==> src/rtl/cfb_pkg.sv <==
`timescale 1ns / 1ps
`default_nettype none
package cfb_pkg;

	localparam int QueueDepth = 4;

	// steps of the back-end byte sequencer
	localparam logic [4:0] StepHdrFirst = 5'd0;
	localparam logic [4:0] StepLenHi    = 5'd8;
	localparam logic [4:0] StepLenLo    = 5'd9;
	localparam logic [4:0] StepHdrCk    = 5'd10;
	localparam logic [4:0] StepPw0      = 5'd11;
	localparam logic [4:0] StepPw1      = 5'd12;
	localparam logic [4:0] StepPw2      = 5'd13;
	localparam logic [4:0] StepPw3      = 5'd14;
	localparam logic [4:0] StepPayload  = 5'd15;
	localparam logic [4:0] StepClose    = 5'd16;

	localparam logic [7:0] HdrSumFixed = 8'h73;
	localparam logic [7:0] LenExtra    = 8'd5;

	typedef struct packed {
		logic [7:0] payload_byte;
		logic [7:0] frame_length;
	} in_word_t;

	typedef struct packed {
		logic [7:0] out_byte;
		logic       run_last;
		logic       frame_end;
	} out_word_t;

	// one classified item handed from front to back
	typedef struct packed {
		logic        is_start;
		logic [7:0]  len_lo;
		logic [7:0]  hck;
		logic [31:0] pw;
		logic [7:0]  pb;
		logic        has_pb;
		logic        close;
		logic [7:0]  cks;
	} desc_t;

	function automatic logic [7:0] hdr_byte(input logic [2:0] idx);
		logic [7:0] b;
		unique case (idx)
			3'd0: b = 8'hF1;
			3'd1: b = 8'h1F;
			3'd2: b = 8'hE2;
			3'd3: b = 8'h2E;
			3'd4: b = 8'hB6;
			3'd5: b = 8'h6B;
			3'd6: b = 8'hA8;
			3'd7: b = 8'h8A;
			default: b = 8'h00;
		endcase
		return b;
	endfunction

endpackage
`default_nettype wire

==> src/rtl/command_frame_builder_core.sv <==
// Command frame builder: wraps payload bytes into a module command frame.
// Input side is a queue write: present in_word and raise push; the word is
// taken at a clock edge where push is high and full is low. The first word
// of a frame supplies frame_length; each word carries one payload byte.
// Result side is a queue read: while empty is low, out_word holds the next
// frame byte, and it is taken at an edge where pop is high.
// A frame-start word yields 16 bytes (17 when the length is one): header,
// length, header checksum, password, its payload byte (none at length zero),
// and the closing checksum when due. Later words yield one, two on the last.
// The first byte of a word passes through the descriptor queue and the
// output register before it is on out_word. The byte sequencer emits one
// byte per cycle unless pop is low with a word waiting; a 4-entry
// descriptor queue lets new words be taken while the sequencer is busy.
// The password register is sampled on the frame-start word.
// Reset clears frame state, the queue and the output valid flag; the
// password resets to zero. While pop is low with a word waiting, the output
// word holds, the sequencer stops, and push is refused once the queue fills.
`timescale 1ns / 1ps
`default_nettype none
module command_frame_builder_core #(
	parameter int QUEUE_DEPTH = cfb_pkg::QueueDepth
) (
	input  wire logic               clk,
	input  wire logic               arst_n,
	input  wire logic               push,
	output logic                    full,
	input  wire cfb_pkg::in_word_t  in_word,
	output logic                    empty,
	input  wire logic               pop,
	output cfb_pkg::out_word_t      out_word,
	input  wire logic               cfg_wr_en,
	input  wire logic [31:0]        cfg_wr_data
);
	import cfb_pkg::*;

	logic [31:0] password_q;
	logic        accept;
	desc_t       front_desc;
	desc_t       head_desc;
	logic        head_empty;
	logic        head_pop;

	// hold the password register
	always_ff @(posedge clk or negedge arst_n) begin
		if (!arst_n) begin
			password_q <= 32'd0;
		end else if (cfg_wr_en) begin
			password_q <= cfg_wr_data;
		end
	end

	assign accept = push && !full;

	cfb_front u_front (
		.clk      (clk),
		.arst_n   (arst_n),
		.accept   (accept),
		.in_word  (in_word),
		.password (password_q),
		.desc     (front_desc)
	);

	cfb_queue #(
		.DEPTH (QUEUE_DEPTH)
	) u_queue (
		.clk    (clk),
		.arst_n (arst_n),
		.wr     (accept),
		.wdata  (front_desc),
		.full   (full),
		.rd     (head_pop),
		.rdata  (head_desc),
		.empty  (head_empty)
	);

	cfb_back u_back (
		.clk        (clk),
		.arst_n     (arst_n),
		.head       (head_desc),
		.head_empty (head_empty),
		.head_pop   (head_pop),
		.empty      (empty),
		.pop        (pop),
		.out_word   (out_word)
	);

endmodule
`default_nettype wire

==> src/rtl/cfb_front.sv <==
`timescale 1ns / 1ps
`default_nettype none
module cfb_front (
	input  wire logic            clk,
	input  wire logic            arst_n,
	input  wire logic            accept,
	input  wire cfb_pkg::in_word_t in_word,
	input  wire logic [31:0]     password,
	output cfb_pkg::desc_t       desc
);
	import cfb_pkg::*;

	logic       in_frame_q;
	logic [7:0] bytes_left_q;
	logic [7:0] sum_q;

	logic [7:0] pw_sum;
	logic [7:0] base_sum;
	logic [7:0] new_sum;
	logic [7:0] len_lo;
	logic [7:0] left_next;
	logic       zero_len;

	// classify the item and work out its checksums
	always_comb begin
		len_lo   = in_word.frame_length + LenExtra;
		pw_sum   = password[31:24] + password[23:16] + password[15:8] + password[7:0];
		zero_len = !in_frame_q && (in_word.frame_length == 8'd0);
		base_sum = in_frame_q ? sum_q : pw_sum;
		new_sum  = zero_len ? pw_sum : base_sum + in_word.payload_byte;
		left_next = (in_frame_q ? bytes_left_q : in_word.frame_length) - 8'd1;

		desc.is_start = !in_frame_q;
		desc.len_lo   = len_lo;
		desc.hck      = 8'd0 - (HdrSumFixed + len_lo);
		desc.pw       = password;
		desc.pb       = in_word.payload_byte;
		desc.has_pb   = !zero_len;
		desc.close    = zero_len || (left_next == 8'd0);
		desc.cks      = 8'd0 - new_sum;
	end

	// advance frame state on each accepted word
	always_ff @(posedge clk or negedge arst_n) begin
		if (!arst_n) begin
			in_frame_q   <= 1'b0;
			bytes_left_q <= 8'd0;
			sum_q        <= 8'd0;
		end else if (accept) begin
			in_frame_q   <= !desc.close;
			bytes_left_q <= zero_len ? 8'd0 : left_next;
			sum_q        <= desc.close ? 8'd0 : new_sum;
		end
	end

endmodule
`default_nettype wire

==> src/rtl/cfb_queue.sv <==
`timescale 1ns / 1ps
`default_nettype none
module cfb_queue #(
	parameter int DEPTH = cfb_pkg::QueueDepth
) (
	input  wire logic           clk,
	input  wire logic           arst_n,
	input  wire logic           wr,
	input  wire cfb_pkg::desc_t wdata,
	output logic                full,
	input  wire logic           rd,
	output cfb_pkg::desc_t      rdata,
	output logic                empty
);
	import cfb_pkg::*;

	localparam int PtrW = (DEPTH > 1) ? $clog2(DEPTH) : 1;
	localparam int CntW = $clog2(DEPTH + 1);
	localparam logic [PtrW-1:0] PtrLast = PtrW'(DEPTH - 1);
	localparam logic [CntW-1:0] CntFull = CntW'(DEPTH);

	desc_t           slot_q [DEPTH];
	logic [PtrW-1:0] wptr_q;
	logic [PtrW-1:0] rptr_q;
	logic [CntW-1:0] count_q;

	assign full  = (count_q == CntFull);
	assign empty = (count_q == '0);
	assign rdata = slot_q[rptr_q];

	// store incoming descriptors
	always_ff @(posedge clk) begin
		if (wr) begin
			slot_q[wptr_q] <= wdata;
		end
	end

	// advance pointers and occupancy
	always_ff @(posedge clk or negedge arst_n) begin
		if (!arst_n) begin
			wptr_q  <= '0;
			rptr_q  <= '0;
			count_q <= '0;
		end else begin
			if (wr) begin
				wptr_q <= (wptr_q == PtrLast) ? '0 : wptr_q + PtrW'(1);
			end
			if (rd) begin
				rptr_q <= (rptr_q == PtrLast) ? '0 : rptr_q + PtrW'(1);
			end
			if (wr && !rd) begin
				count_q <= count_q + CntW'(1);
			end else if (rd && !wr) begin
				count_q <= count_q - CntW'(1);
			end
		end
	end

endmodule
`default_nettype wire

==> src/rtl/cfb_back.sv <==
`timescale 1ns / 1ps
`default_nettype none
module cfb_back (
	input  wire logic           clk,
	input  wire logic           arst_n,
	input  wire cfb_pkg::desc_t head,
	input  wire logic           head_empty,
	output logic                head_pop,
	output logic                empty,
	input  wire logic           pop,
	output cfb_pkg::out_word_t  out_word
);
	import cfb_pkg::*;

	logic       busy_q;
	logic [4:0] step_q;
	logic       out_valid_q;
	out_word_t  out_word_q;

	logic       advance;
	logic [4:0] cur_step;
	logic [4:0] end_step;
	out_word_t  next_word;

	// pick the byte for the current step
	always_comb begin
		advance  = !head_empty && (!out_valid_q || pop);
		cur_step = busy_q ? step_q : (head.is_start ? StepHdrFirst : StepPayload);
		end_step = (head.has_pb && head.close) ? StepClose : StepPayload;

		next_word.out_byte = 8'h00;
		priority if (cur_step < StepLenHi) begin
			next_word.out_byte = hdr_byte(cur_step[2:0]);
		end else if (cur_step == StepLenHi) begin
			next_word.out_byte = 8'h00;
		end else if (cur_step == StepLenLo) begin
			next_word.out_byte = head.len_lo;
		end else if (cur_step == StepHdrCk) begin
			next_word.out_byte = head.hck;
		end else if (cur_step == StepPw0) begin
			next_word.out_byte = head.pw[31:24];
		end else if (cur_step == StepPw1) begin
			next_word.out_byte = head.pw[23:16];
		end else if (cur_step == StepPw2) begin
			next_word.out_byte = head.pw[15:8];
		end else if (cur_step == StepPw3) begin
			next_word.out_byte = head.pw[7:0];
		end else if (cur_step == StepPayload) begin
			next_word.out_byte = head.has_pb ? head.pb : head.cks;
		end else begin
			next_word.out_byte = head.cks;
		end
		next_word.run_last  = (cur_step == end_step);
		next_word.frame_end = (cur_step == StepClose) ||
			((cur_step == StepPayload) && !head.has_pb);
		head_pop = advance && (cur_step == end_step);
	end

	// step through the descriptor at the queue head
	always_ff @(posedge clk or negedge arst_n) begin
		if (!arst_n) begin
			busy_q <= 1'b0;
			step_q <= StepHdrFirst;
		end else if (advance) begin
			if (cur_step == end_step) begin
				busy_q <= 1'b0;
			end else begin
				busy_q <= 1'b1;
				step_q <= cur_step + 5'd1;
			end
		end
	end

	// hold the result word until it is taken
	always_ff @(posedge clk or negedge arst_n) begin
		if (!arst_n) begin
			out_valid_q <= 1'b0;
		end else if (advance) begin
			out_valid_q <= 1'b1;
		end else if (pop) begin
			out_valid_q <= 1'b0;
		end
	end

	always_ff @(posedge clk) begin
		if (advance) begin
			out_word_q <= next_word;
		end
	end

	assign empty    = !out_valid_q;
	assign out_word = out_word_q;

endmodule
`default_nettype wire

==> config.mk <==
export PLATFORM = sky130hd
export DESIGN_NAME = command_frame_builder_core
export DESIGN_NICKNAME = d
export VERILOG_FILES = /design/src/rtl/cfb_pkg.sv /design/src/rtl/command_frame_builder_core.sv /design/src/rtl/cfb_front.sv /design/src/rtl/cfb_queue.sv /design/src/rtl/cfb_back.sv
export SDC_FILE = /design/constraint.sdc
export NUM_CORES = 1
export LEC_CHECK = 0
export ABC_AREA = 1
export ABC_CLOCK_PERIOD_IN_PS = 9300
export BUFFER_PORTS_ARGS = -buffer_cell sky130_fd_sc_hd__buf_2
export CAP_MARGIN = 0
export CORE_MARGIN = 2
export CORE_UTILIZATION = 45
export CTS_BUF_LIST = sky130_fd_sc_hd__clkbuf_4
export CTS_CLUSTER_SIZE = 25
export DETAILED_ROUTE_END_ITERATION = 16
export PLACE_DENSITY = 0.71
export SLEW_MARGIN = 30
export SYNTH_ARGS = -nofsm -noshare
export SYNTH_HDL_FRONTEND = slang
export SYNTH_HIERARCHICAL = 1
export SYNTH_SLANG_ARGS = --single-unit
==> constraint.sdc <==
create_clock -name clk -period 9.3 [get_ports clk]
set_input_delay 0.465 -clock clk [delete_from_list [all_inputs] [get_ports clk]]
set_output_delay 0.465 -clock clk [all_outputs]
set_load 0.005 [all_outputs]
==> summary.md <==
| Metric | Value |
|---|---|
| RR Endpoint | u_queue/slot_q[3][6] |
| Io pins | 65 |
| Relative slew slack | 40.6% |
| Post-Syn Area | 17,200 sq um |
| CTS Buf Count | 90 |
| Drt first pass iters | 5 |
| Via density | 5.02 |
| Hold wc startpoint | in_word[7] |
| Core area | 37,700 sq um |
| Root buf cell | clkbuf_4 |
| Fillers | 3,444 |
| Setup_tns | 0 ns |
| Synth top area cells | edfxtp_1 (48%), nand2_1 (10%), dfrtp_1 (9.2%) |
| Fin crit period | 4.47 ns |
| CP required | 9.83 ns |
| Max VDD drop | 0.154 mV |
| Worst setup path class | register to register |
| Final instance area | 19,200 sq um |
| RSZ-0062 raised after global routing | no |
| Via count | 12,000 |
| Actual slew at the worst max-slew pin | 0.891 ns |
| Syn Area/Cell | 10.1 sq um |
| Vias in the first global route | 11,900 |
| Clk pin slew, worst setup/hold paths | 0.07 ns |
| Hold Path Class | primary input to register |
| Finish-stage setup viols | 0 |
| Worst Path Max Fanout | 6 |
| Final Cycle Share | 48.1% |
| Pins Over Slew Limit | 0 |
| Power density over the cells | 323 nW/um^2 |
| Dpl cell area | 17,500 sq um |
| Die footprint | 39,800 sq um |
| All-Layer GR Usage | 20.2% |
| Synth Register Bits | 341 |
| Antenna violations before repair | 1 |
| FF-to-FF Start | password_q[1] |
| DRC viols | 0 |
| Grt total ovfl | 0 |
| Cell accounting for the most synthesized area | edfxtp_1 |
| Yosys top cell area share | 48.5% |
| Cell variety after synth | 49 |
| Mux cell area share after synthesis | 0% |
| Commonest non-fill, non-tap cell in the layout | nand2_1 |
| Post-Synth XOR/XNOR Area | 1.12% |
| Die Y | 200 microns |
| CTS tree | done |
| DRT Wirelength | 39,000 microns |
| Seq/Total Area, Yosys | 57.6% |
| Simple logic cell fraction of the synthesized area | 17.1% |
| Die X | 200 microns |
| Area growth, synth to finish | 11.6% |
| Main combinational cell family by area after synthesis | simple AND/OR/NAND/NOR gates |
| Post-CTS Setup Bufs | 0 |
| RD Place Congestion | 0.839 |
| Finished Core Util | 51.0% |
| Startpoint class of the critical path | register |
| Register area | 9930 sq um |
| Std cell rows | 71 |
| Worst Hold Depth | 2 |
| H-tree depth | 3 |
| Layout Nets | 1,902 |
| Final std cells w/o fill | 2,389 |
| Hold Crit Endpoint | u_queue/slot_q[1][65] |
| Synth Area in Adders | 3.97% |
| Dpl cells | 2,179 |
| Clock sink count | 341 |
| Share of cells above drive strength 1 | 17.4% |
| 1st-iter DRT viols | 802 |
| Reg2Reg Depth | 21 |
| WL/cell | 16.3 microns |
| Synth Area in Compound Gates | 9.60% |
| Area taken by multi-input logic gates | 5480 sq um |
| Status | complete, no violations |
| Leakage power | 8.59 nW |
| Final Hold Viols | 0 |
| Most frequent cells in the layout | nand2_1 (471), edfxtp_1 (278), inv_1 (261) |
| Fmax | 0.224 GHz |
| Routed Antenna Nets | 0 |
| Clk_skew | 0.0366 ns |
| Largest net degree at the start of global routing | 143 |
| Port buffer count | 64 |
| CTS Buffer Depth | 3 |
| Max-capacitance violation count | 0 |
| YS warnings | 6 |
| Pwr Total | 6.20 mW |
| Crit end category | register |
| First-pass GRT wire length | 61,200 microns |
| DP Wirelength | 24,100 microns |
| Crit path DAT | 5.00 ns |
| Flop2flop setup slack | 4.83 ns |
| Worst-skew pair later-pin latency | 0.76 ns |
| Initial core utilization | 45.7% |
| Post-synth net total | 1,795 |
| Post-Syn Instances | 1,697 |
==> how the worst max path moves through the flow <==
| stage | from | end | slack [ns] | cells past startpoint |
|---|---|---|---|---|
| after global routing | password_q[1] | u_queue/slot_q[3][6] | 4.57 | 21 |
| final | password_q[1] | u_queue/slot_q[3][6] | 4.83 | 21 |
| after global placement | password_q[1] | u_queue/slot_q[1][6] | 5.04 | 21 |
| after floorplan | password_q[1] | u_queue/slot_q[0][7] | 5.42 | 21 |
| after CTS | password_q[1] | u_queue/slot_q[3][6] | 4.83 | 21 |
| after detailed placement | password_q[1] | u_queue/slot_q[2][6] | 4.86 | 21 |
==> stage by stage <==
stage / setup WS [ns] / hold WS [ns]
after CTS: 4.83 / 0.114
after global placement: 5.04 / 0.468
final: 4.83 / 0.195
after detailed placement: 4.86 / 0.474
after global routing: 4.57 / 0.141
after floorplan: 5.42 / 0.169
==> cell usage after synthesis (all sizes together) <==
master  number
a21oi       33
o21bai       4
inv        281
nand2      499
o22ai        4
ha          29
fa          16
xor2        15
nand4       14
clkbuf      17
buf         88
nor3        15
dfrtp       63
o21a         1
edfxtp     278
or2         10
nand3       71
nand3b       5
a22o         1
a31oi        1
clkinv       1
o211ai     136
nor2        50
nor4         2
o21ai       56
xnor2        7
==> worst max-delay path, stage by stage, from the launching register on <==
cell and delay [ns]:
dfrtp_1 0.43, inv_1 0.09, fa_1 0.54, inv_1 0.06, fa_1 0.46, ha_1 0.25, fa_1 0.43, xor2_1 0.18
inv_1 0.11, o21ai_0 0.11, ha_1 0.41, nand2_1 0.11, inv_1 0.08, nand4_1 0.12, nand3_1 0.10, nand2_1 0.05
nand2_1 0.08, nand2_1 0.07, nand2_2 0.13, nand2_1 0.08, nor2_2 0.09, xor2_1 0.29
==> state kept, by name (all words and copies together) (netlist names) <==
register              count
password_q               32
u_back/busy_q             1
u_back/out_valid_q        1
u_back/out_word          10
u_back/step_q             5
u_front/bytes_left_q      8
u_front/in_frame_q        1
u_front/sum_q             8
u_queue/count_q           3
u_queue/rptr_q            2
u_queue/slot_q          268
u_queue/wptr_q            2
==> metal layers <==
| layer | wire, microns | vias to the layer above | GRT usage [%] | part of all wire, % |
|---|---|---|---|---|
| met5 | 0 | - | 0 | 0 |
| li1 | - | 5877 | - | - |
| met4 | 1150 | 0 | 8.64 | 3.0 |
| met3 | 2210 | 80 | 3.90 | 5.7 |
| met2 | 18800 | 351 | 33.9 | 48 |
| met1 | 16900 | 5686 | 25.4 | 43 |
==> repair_timing <==
item / 4_1_cts / 5_1_grt
endpoints found under the hold margin: 132 / 0
resized for setup: 0 / 0
hold buffers: 43 / 0
==> where the power goes <==
group,total (mW),internal (mW),switching (mW)
sequential,2.29,2.15,0.139
combinational,2.57,0.794,1.78
clock,1.34,0.719,0.617
total,6.20,3.67,2.54
==> area by class of cell <==
| cell class | instances | share of cell area (%) |
|---|---|---|
| Antenna cell | 1 | 0.0130 |
| Timing Repair Buffer | 120 | 4.64 |
| Tap cell | 511 | 3.33 |
| Inverter | 282 | 5.58 |
| Clock buffer | 141 | 5.51 |
| Multi-Input combinational cell | 969 | 28.5 |
| Clock inverter | 24 | 0.749 |
| Sequential cell | 341 | 51.7 |
==> kinds of logic (layout without fill, tap and decap cells) <==
kind of cell / Yosys count / count (layout)
AND/OR/NAND/NOR: 666 / 666
XOR/XNOR: 22 / 22
buffers and inverters: 387 / 567
AO/OA/AOI/OAI: 236 / 236
other: 0 / 1
flip-flops: 341 / 341
adder cells (fa/ha/maj): 45 / 45
Power figures use the tool's default switching activity.
